File: src/bpe_pkg.sv
// ----------------------------------------------------------------------------
// bpe_pkg
// Types, constants and scoring helpers for the branch predictor evaluator.
// ----------------------------------------------------------------------------
package bpe_pkg;

   localparam int INDEX_BITS  = 10;
   localparam int TABLE_DEPTH = 1 << INDEX_BITS;

   localparam int FIFO_DEPTH = 3;
   localparam int PTR_BITS   = $clog2(FIFO_DEPTH);
   localparam int CNT_BITS   = $clog2(FIFO_DEPTH + 1);

   localparam logic [1:0] CLS_OTHER  = 2'd0;
   localparam logic [1:0] CLS_BRANCH = 2'd1;
   localparam logic [1:0] CLS_JUMP   = 2'd2;

   localparam logic [1:0] TWO_BIT_MAX   = 2'd3;
   localparam logic [1:0] TWO_BIT_MIN   = 2'd0;
   localparam logic [1:0] TWO_BIT_RESET = 2'd1;

   typedef logic [INDEX_BITS-1:0] index_type;

   typedef struct packed {
      logic       one_bit;
      logic [1:0] two_bit;
   } entry_type;

   localparam entry_type ENTRY_RESET = '{one_bit: 1'b0, two_bit: TWO_BIT_RESET};

   typedef struct packed {
      entry_type entry;
      logic      one_hit;
      logic      two_hit;
   } score_type;

   typedef struct packed {
      logic        resolved;
      logic        resolved_taken;
      logic [31:0] branch_total;
      logic [31:0] always_taken_hits;
      logic [31:0] always_not_taken_hits;
      logic [31:0] one_bit_hits;
      logic [31:0] two_bit_hits;
   } rsp_type;

   function automatic index_type index_of(logic [31:0] addr);
      return addr[INDEX_BITS+1:2];
   endfunction

   function automatic score_type score_entry(entry_type e, logic taken);
      score_type s;
      s.two_hit = (e.two_bit[1] == taken);
      s.one_hit = (e.one_bit == taken);
      s.entry.one_bit = taken;
      if (taken) begin
         s.entry.two_bit = (e.two_bit == TWO_BIT_MAX) ? TWO_BIT_MAX : e.two_bit + 2'd1;
      end else begin
         s.entry.two_bit = (e.two_bit == TWO_BIT_MIN) ? TWO_BIT_MIN : e.two_bit - 2'd1;
      end
      return s;
   endfunction

   function automatic logic [31:0] sat_add(logic [31:0] v, logic [1:0] n);
      logic [32:0] sum;
      sum = {1'b0, v} + {31'b0, n};
      return sum[32] ? 32'hFFFF_FFFF : sum[31:0];
   endfunction

endpackage

File: src/bpe_rsp_fifo.sv
// ----------------------------------------------------------------------------
// bpe_rsp_fifo
// Small result queue between the scoring stage and the result channel.
// ----------------------------------------------------------------------------
module bpe_rsp_fifo (
   input  logic                             clock,
   input  logic                             reset,
   input  logic                             push_valid,
   input  bpe_pkg::rsp_type                 push_data,
   output logic                             pop_valid,
   input  logic                             pop_stall,
   output bpe_pkg::rsp_type                 pop_data,
   output logic [bpe_pkg::CNT_BITS-1:0]     count
);

   bpe_pkg::rsp_type                 slot_ff [bpe_pkg::FIFO_DEPTH];
   logic [bpe_pkg::PTR_BITS-1:0]     head_ff, head_in;
   logic [bpe_pkg::PTR_BITS-1:0]     tail_ff, tail_in;
   logic [bpe_pkg::CNT_BITS-1:0]     count_ff, count_in;
   logic                             pop;

   function automatic logic [bpe_pkg::PTR_BITS-1:0] ptr_next(
         logic [bpe_pkg::PTR_BITS-1:0] p);
      return (p == bpe_pkg::PTR_BITS'(bpe_pkg::FIFO_DEPTH - 1)) ? '0
                                                                : p + bpe_pkg::PTR_BITS'(1);
   endfunction

   assign pop_valid = (count_ff != '0);
   assign pop       = pop_valid && !pop_stall;
   assign pop_data  = slot_ff[head_ff];
   assign count     = count_ff;

   always_comb begin
      head_in  = pop ? ptr_next(head_ff) : head_ff;
      tail_in  = push_valid ? ptr_next(tail_ff) : tail_ff;
      count_in = count_ff + bpe_pkg::CNT_BITS'(push_valid) - bpe_pkg::CNT_BITS'(pop);
   end

   always_ff @(posedge clock) begin
      if (reset) begin
         head_ff  <= '0;
         tail_ff  <= '0;
         count_ff <= '0;
      end else begin
         head_ff  <= head_in;
         tail_ff  <= tail_in;
         count_ff <= count_in;
      end
   end

   always_ff @(posedge clock) begin
      if (push_valid) begin
         slot_ff[tail_ff] <= push_data;
      end
   end

endmodule

File: src/branch_predictor_evaluator.sv
// ----------------------------------------------------------------------------
// branch_predictor_evaluator
// Bimodal 1-bit / 2-bit predictor scoring over a stream of executed
// instructions, with one shared table memory and running hit counters.
// ----------------------------------------------------------------------------
// Path: a request beat taken is registered into the scoring stage, then
// pushed into the result queue, from which it leaves as a result beat.
// Throughput: one request per cycle while req_stall is low, set by the single
// read and single write port of the table memory; a one-entry write buffer
// absorbs the second table update when a jump resolves a pending branch.
// Reset: a clearing pass rewrites all TABLE_DEPTH (1024) table entries, one
// index after another; req_stall is held high until it ends.
// ----------------------------------------------------------------------------
module branch_predictor_evaluator (
   input  logic        clock,
   input  logic        reset,
   input  logic        req_valid,
   output logic        req_stall,
   input  logic [31:0] req_pc,
   input  logic [1:0]  req_instr_class,
   input  logic signed [31:0] req_target_offset,
   output logic        rsp_valid,
   input  logic        rsp_stall,
   output logic        rsp_resolved,
   output logic        rsp_resolved_taken,
   output logic [31:0] rsp_branch_total,
   output logic [31:0] rsp_always_taken_hits,
   output logic [31:0] rsp_always_not_taken_hits,
   output logic [31:0] rsp_one_bit_hits,
   output logic [31:0] rsp_two_bit_hits
);

   typedef struct packed {
      logic                valid;
      bpe_pkg::index_type  addr;
      bpe_pkg::entry_type  data;
   } write_type;

   // table memory
   bpe_pkg::entry_type   table_mem [bpe_pkg::TABLE_DEPTH];
   bpe_pkg::entry_type   rd_ff;
   write_type            port_wr;

   // clearing pass
   logic                 clr_active_ff, clr_active_in;
   bpe_pkg::index_type   clr_idx_ff, clr_idx_in;

   // scoring stage
   logic                 s1_valid_ff;
   logic [31:0]          s1_pc_ff;
   logic [1:0]           s1_cls_ff;
   logic [31:0]          s1_off_ff;

   // pending branch
   logic                 pend_valid_ff, pend_valid_in;
   bpe_pkg::index_type   pend_idx_ff, pend_idx_in;
   logic [31:0]          pend_target_ff, pend_target_in;
   bpe_pkg::entry_type   pend_val_ff, pend_val_in;

   // write buffer and last port write
   write_type            wb_ff, wb_in;
   write_type            lw_ff;

   // counters
   logic [31:0]          total_ff, total_in;
   logic [31:0]          taken_ff, taken_in;
   logic [31:0]          not_taken_ff, not_taken_in;
   logic [31:0]          one_ff, one_in;
   logic [31:0]          two_ff, two_in;

   logic                          req_accept;
   logic [bpe_pkg::CNT_BITS-1:0]  fifo_count;
   bpe_pkg::rsp_type              push_data;
   bpe_pkg::rsp_type              pop_data;

   bpe_pkg::index_type   s1_idx;
   bpe_pkg::entry_type   fwd_val;
   bpe_pkg::entry_type   cur_j;
   bpe_pkg::score_type   sc_p;
   bpe_pkg::score_type   sc_j;
   logic                 resolving;
   logic                 taken_p;
   logic                 is_jump;
   logic                 is_branch;
   write_type            w1;
   write_type            w2;
   logic [1:0]           n_taken, n_not_taken, n_one, n_two;

   assign req_stall  = clr_active_ff ||
                       (({1'b0, fifo_count} + {{bpe_pkg::CNT_BITS{1'b0}}, s1_valid_ff})
                        >= (bpe_pkg::CNT_BITS+1)'(bpe_pkg::FIFO_DEPTH));
   assign req_accept = req_valid && !req_stall;

   always_ff @(posedge clock) begin
      if (req_accept) begin
         rd_ff     <= table_mem[bpe_pkg::index_of(req_pc)];
         s1_pc_ff  <= req_pc;
         s1_cls_ff <= req_instr_class;
         s1_off_ff <= req_target_offset;
      end
   end

   always_ff @(posedge clock) begin
      if (port_wr.valid) begin
         table_mem[port_wr.addr] <= port_wr.data;
      end
   end

   always_comb begin
      s1_idx    = bpe_pkg::index_of(s1_pc_ff);
      is_jump   = s1_valid_ff && (s1_cls_ff == bpe_pkg::CLS_JUMP);
      is_branch = s1_valid_ff && (s1_cls_ff == bpe_pkg::CLS_BRANCH);
      resolving = s1_valid_ff && pend_valid_ff;
      taken_p   = (s1_pc_ff == pend_target_ff);

      // newest copy of the item's own entry
      if (wb_ff.valid && wb_ff.addr == s1_idx) begin
         fwd_val = wb_ff.data;
      end else if (lw_ff.valid && lw_ff.addr == s1_idx) begin
         fwd_val = lw_ff.data;
      end else begin
         fwd_val = rd_ff;
      end

      sc_p  = bpe_pkg::score_entry(pend_val_ff, taken_p);
      cur_j = (resolving && pend_idx_ff == s1_idx) ? sc_p.entry : fwd_val;
      sc_j  = bpe_pkg::score_entry(cur_j, 1'b1);

      w1.valid = resolving && !(is_jump && pend_idx_ff == s1_idx);
      w1.addr  = pend_idx_ff;
      w1.data  = sc_p.entry;
      w2.valid = is_jump;
      w2.addr  = s1_idx;
      w2.data  = sc_j.entry;
      if (resolving && !w1.valid) begin
         w2.valid = 1'b1;
      end

      port_wr = '0;
      wb_in   = '0;
      if (clr_active_ff) begin
         port_wr.valid = 1'b1;
         port_wr.addr  = clr_idx_ff;
         port_wr.data  = bpe_pkg::ENTRY_RESET;
      end else if (wb_ff.valid) begin
         port_wr = wb_ff;
         if (w1.valid) begin
            wb_in = w1;
         end else if (w2.valid) begin
            wb_in = w2;
         end
      end else if (w1.valid) begin
         port_wr = w1;
         if (w2.valid) begin
            wb_in = w2;
         end
      end else begin
         port_wr = w2;
      end

      clr_active_in = clr_active_ff && (clr_idx_ff != '1);
      clr_idx_in    = clr_active_ff ? clr_idx_ff + bpe_pkg::index_type'(1) : clr_idx_ff;

      pend_valid_in  = s1_valid_ff ? is_branch : pend_valid_ff;
      pend_idx_in    = is_branch ? s1_idx : pend_idx_ff;
      pend_target_in = is_branch ? s1_pc_ff + s1_off_ff : pend_target_ff;
      pend_val_in    = is_branch ? cur_j : pend_val_ff;

      n_taken     = {1'b0, resolving && taken_p} + {1'b0, is_jump};
      n_not_taken = {1'b0, resolving && !taken_p};
      n_one       = {1'b0, resolving && sc_p.one_hit} + {1'b0, is_jump && sc_j.one_hit};
      n_two       = {1'b0, resolving && sc_p.two_hit} + {1'b0, is_jump && sc_j.two_hit};

      total_in     = bpe_pkg::sat_add(total_ff, {1'b0, is_jump || is_branch});
      taken_in     = bpe_pkg::sat_add(taken_ff, n_taken);
      not_taken_in = bpe_pkg::sat_add(not_taken_ff, n_not_taken);
      one_in       = bpe_pkg::sat_add(one_ff, n_one);
      two_in       = bpe_pkg::sat_add(two_ff, n_two);

      push_data.resolved              = resolving || is_jump;
      push_data.resolved_taken        = resolving ? taken_p : is_jump;
      push_data.branch_total          = total_in;
      push_data.always_taken_hits     = taken_in;
      push_data.always_not_taken_hits = not_taken_in;
      push_data.one_bit_hits          = one_in;
      push_data.two_bit_hits          = two_in;
   end

   always_ff @(posedge clock) begin
      if (reset) begin
         clr_active_ff <= 1'b1;
         clr_idx_ff    <= '0;
         s1_valid_ff   <= 1'b0;
         pend_valid_ff <= 1'b0;
         wb_ff         <= '0;
         lw_ff         <= '0;
         total_ff      <= '0;
         taken_ff      <= '0;
         not_taken_ff  <= '0;
         one_ff        <= '0;
         two_ff        <= '0;
      end else begin
         clr_active_ff <= clr_active_in;
         clr_idx_ff    <= clr_idx_in;
         s1_valid_ff   <= req_accept;
         pend_valid_ff <= pend_valid_in;
         wb_ff         <= wb_in;
         lw_ff         <= port_wr;
         total_ff      <= total_in;
         taken_ff      <= taken_in;
         not_taken_ff  <= not_taken_in;
         one_ff        <= one_in;
         two_ff        <= two_in;
      end
   end

   always_ff @(posedge clock) begin
      pend_idx_ff    <= pend_idx_in;
      pend_target_ff <= pend_target_in;
      pend_val_ff    <= pend_val_in;
   end

   bpe_rsp_fifo u_rsp_fifo (
      .clock      (clock),
      .reset      (reset),
      .push_valid (s1_valid_ff),
      .push_data  (push_data),
      .pop_valid  (rsp_valid),
      .pop_stall  (rsp_stall),
      .pop_data   (pop_data),
      .count      (fifo_count)
   );

   assign rsp_resolved              = pop_data.resolved;
   assign rsp_resolved_taken        = pop_data.resolved_taken;
   assign rsp_branch_total          = pop_data.branch_total;
   assign rsp_always_taken_hits     = pop_data.always_taken_hits;
   assign rsp_always_not_taken_hits = pop_data.always_not_taken_hits;
   assign rsp_one_bit_hits          = pop_data.one_bit_hits;
   assign rsp_two_bit_hits          = pop_data.two_bit_hits;

   // write buffer never has to hold two table updates
   a_wb_room: assert property (@(posedge clock) disable iff (reset)
      !(wb_ff.valid && w1.valid && w2.valid))
      else $error("table write buffer overflow");

   // the scoring stage always finds room in the result queue
   a_fifo_room: assert property (@(posedge clock) disable iff (reset)
      s1_valid_ff |-> (fifo_count < bpe_pkg::CNT_BITS'(bpe_pkg::FIFO_DEPTH)))
      else $error("result queue overflow");

   // no request is taken while the table is being cleared
   a_clear_stall: assert property (@(posedge clock) disable iff (reset)
      clr_active_ff |=> !s1_valid_ff)
      else $error("request accepted during table clear");

endmodule

File: config.mk
export PLATFORM = sky130hd
export DESIGN_NAME = branch_predictor_evaluator
export DESIGN_NICKNAME = d
export VERILOG_FILES = /design/src/bpe_pkg.sv /design/src/bpe_rsp_fifo.sv /design/src/branch_predictor_evaluator.sv
export SDC_FILE = /design/constraint.sdc
export NUM_CORES = 2
export LEC_CHECK = 0
export BUFFER_PORTS_ARGS = -buffer_cell sky130_fd_sc_hd__buf_4
export CORE_ASPECT_RATIO = 0.5
export CORE_MARGIN = 3
export CORE_UTILIZATION = 40
export CTS_BUF_LIST = sky130_fd_sc_hd__clkbuf_4 sky130_fd_sc_hd__clkbuf_8
export DETAILED_ROUTE_END_ITERATION = 6
export GPL_ROUTABILITY_DRIVEN = 0
export HOLD_SLACK_MARGIN = 0.03
export SKIP_CTS_REPAIR_TIMING = 1
export SLEW_MARGIN = 5
export SYNTH_ARGS = -nofsm -noshare
export SYNTH_HDL_FRONTEND = slang
export SYNTH_SLANG_ARGS = --single-unit
File: constraint.sdc
create_clock -name clock -period 84.1 [get_ports clock]
set_input_delay 4.205 -clock clock [delete_from_list [all_inputs] [get_ports clock]]
set_output_delay 4.205 -clock clock [all_outputs]
set_load 0.02 [all_outputs]
==> metrics.md <==
| Metric | Value |
|---|---|
| Status | `completed` |
| Largest net degree at the start of global routing | `224` |
| First-pass GRT wire length | `580,000 um` |
| Number of max-cap violations | `0` |
| Final wirelength | `397,000 um` |
| Asr flop ratio synth | `0%` |
| Core area | `383,000 um^2` |
| Average wire per standard cell | `27.0 um` |
| Final Hold Fails | `0` |
| Root Driver | `clkbuf_8` |
| Number of fill cells | `32,600` |
| Synth area leader | `edfxtp_1` |
| Fin nets | `9,276` |
| Starting Density | `40.4%` |
| Latest clock arrival within the worst-skew pair | `1.09 ns` |
| Finished Core Util | `45.3%` |
| Detailed placer's ending HPWL | `230,000 um` |
| Mapped Nets | `8,863` |
| Prevailing post-synth register cell | `edfxtp_1` |
| Synth cell types | `70` |
| Drt initial violations | `9,133` |
| Post-Syn Area per Cell | `17.7 um^2` |
| Setup Viol. Count Final | `0` |
| Crit. End Element | `flop` |
| Worst setup margin | `74.31 ns` |
| Area Overhead vs Synth | `11.9%` |
| Unrepaired setup endpoints after global routing | `false` |
| Post-synthesis xor/xnor area fraction | `1.29%` |
| CP max FO | `83` |
| Drt first pass iters | `6` |
| Crit Path Class | `in -> reg` |
| Syn Inst Count | `8,745` |
| Synth Area in Simple Gates | `5.69%` |
| Period minus WS final | `9.79 ns` |
| Pre-CTS WS | `73.04 ns` |
| Register Area | `114,000 um^2` |
| TritonCTS Sinks | `3,881` |
| EDFF count, synth | `3,672` |
| Die area | `395,000 um^2` |
| Layout cells sized above 1 | `23.3%` |
| Min Hold Slack | `0.476 ns` |
| Synth Register Bits | `3,881` |
| Most common cell in the netlist | `edfxtp_1` |
| Final period util | `11.6%` |
| Vias | `82,700` |
| Synth top area cells | `edfxtp_1 (71%), mux4_2 (12%), nor2_1 (2.8%), dfxtp_1 (2.7%), mux2i_1 (1.2%)` |
| Critical path arrival | `10.60 ns` |
| Initial antenna violation count | `22` |
| CTS buffer count | `575` |
| Synth Warn # | `0` |
| Overflow after GRT | `0` |
| Leak | `53.8 nW` |
| DRC viols | `0` |
| Compound-Gate Fraction of Synth Area | `3.55%` |
| Number of global-route vias before repair | `83,900` |
| Share of the synthesized area in the top cell type | `71.3%` |
| Combinational family with the most area after synthesis | `multiplexers` |
| Adder-cell share of the synthesized area | `0.421%` |
| Clk buf depth | `4` |
| Number of port buffers | `233` |
| Required time of the critical path | `84.91 ns` |
| Die span in y | `446 um` |
| Seq/Total Area, Yosys | `74.0%` |
| Final slew viol count | `0` |
| Multiplexer share of the synthesized area | `13.4%` |
| Power per cell area | `21.6 nW/um^2` |
| Pwr Total | `3.75 mW` |
| Mapped Area | `155,000 um^2` |
| Clock-pin transition on the worst setup and hold timing paths | `0.07 ns` |
| Top post-synthesis cells by count | `edfxtp_1 (3,672), nor2_1 (1,156), mux4_2 (828)` |
| Setup Total Neg Slack | `0 ns` |
| Htree depth | `6` |
| Multi-input logic area | `37,900 um^2` |
| Slew HR | `4.09%` |
| Worst Tran Pin Value | `1.43 ns` |
| Worst Skew | `0.0629 ns` |
| Hold WC Path Type | `reg -> reg` |
| Peak supply drop | `0.0126 mV` |
| Total GRT Usage | `19.7%` |
| Rows | `160` |
| CTS tree | `done` |
| Vias/cell | `5.63` |
| Antenna Violating Nets Remaining | `0` |
| Die width | `885 um` |
| Setup crit start kind | `primary input` |
| IO Count | `234` |
| Maximum operating frequency | `0.102 GHz` |
## cells in the final DEF (no fill, tap or decap), types with 21 or more instances in the layout
master,count
edfxtp_1,3672
dfxtp_1,206
mux2i_1,184
nand2b_1,33
clkbuf_8,601
clkbuf_4,209
a21oi_1,235
a22oi_1,122
a22o_1,69
clkinv_1,118
and3_1,31
o22ai_1,48
ha_1,44
buf_4,420
xor2_1,145
nand2_1,454
xnor2_1,82
nor4_1,38
mux4_2,828
a221oi_1,74
nor3_1,40
nand4_1,82
o21ai_0,192
nor2_1,1152
inv_1,33
nand3_1,117
nor2b_1,44
clkinv_2,39
mux2_2,21
## per-layer routing
metal / track usage [%] / share of wire [%]
met5: 0 / 0
met4: 5.61 / 2.7
met3: 4.43 / 9.0
met2: 31.1 / 47
met1: 27.7 / 41
## per-stage QoR
stage	instance area [um^2]	cells
2_1_floorplan	155000	8745
5_1_grt	173000	14700
4_1_cts	173000	14700
3_3_place_gp	162000	13700
6_report	173000	14700
3_5_place_dp	162000	13700
## sequential cells by signal, indices dropped and copies added, names as in the netlist, 14 cells and up, named ones only
register            count
table_mem            3072
u_rsp_fifo.slot_ff    486
not_taken_ff           32
one_ff                 32
pend_target_ff         32
s1_off_ff              32
s1_pc_ff               32
taken_ff               32
total_ff               32
two_ff                 32
lw_ff                  14
wb_ff                  14
## cell type report
cell class	count	area share (%)
timing repair buffer	430	1.92
sequential	3881	66.1
clock inverter	192	0.650
tap	5103	3.69
multi-input combinational	4234	21.9
antenna	4	0.00578
inverter	36	0.0780
clock buffer	809	5.68
## final timing paths
check                                     start                     endpoint  slack, ns  cells after the start
max                                   req_pc[2]           rd_ff[1]$_DFFE_PP_      74.31                     12
min reg2reg  u_rsp_fifo.head_ff[0]$_SDFFE_PP0P_                         flop       0.48                      2
max reg2reg                wb_ff[13]$_SDFF_PP0_  table_mem[939][1]$_DFFE_PP_      76.02                     12
min          u_rsp_fifo.head_ff[0]$_SDFFE_PP0P_                         flop       0.48                      2
## power breakdown
group / switching (mW) / internal [mW] / total [mW]
Combinational: 0.0961 / 0.0675 / 0.164
Clock: 0.717 / 0.780 / 1.50
Sequential: 0.00244 / 2.08 / 2.09
Total: 0.815 / 2.93 / 3.75
## kinds of logic after synthesis
kind of cell | count (synthesis)
flip-flops | 3881
AND/OR/NAND/NOR | 2078
multiplexers | 1033
AO/OA/AOI/OAI | 846
buffers and inverters | 630
XOR/XNOR | 227
adder cells (fa/ha/maj) | 50
## critical path, stage by stage
cell and delay, ns:
buf_12 0.35, buf_12 0.49, buf_4 0.76, buf_4 0.75, buf_4 0.82, mux4_2 0.59, a22o_1 0.20, a221oi_1 0.32
o22ai_1 0.19, nor4_2 0.83, nor4_1 0.11, or4_1 0.56
Power figures use the tool's default switching activity.
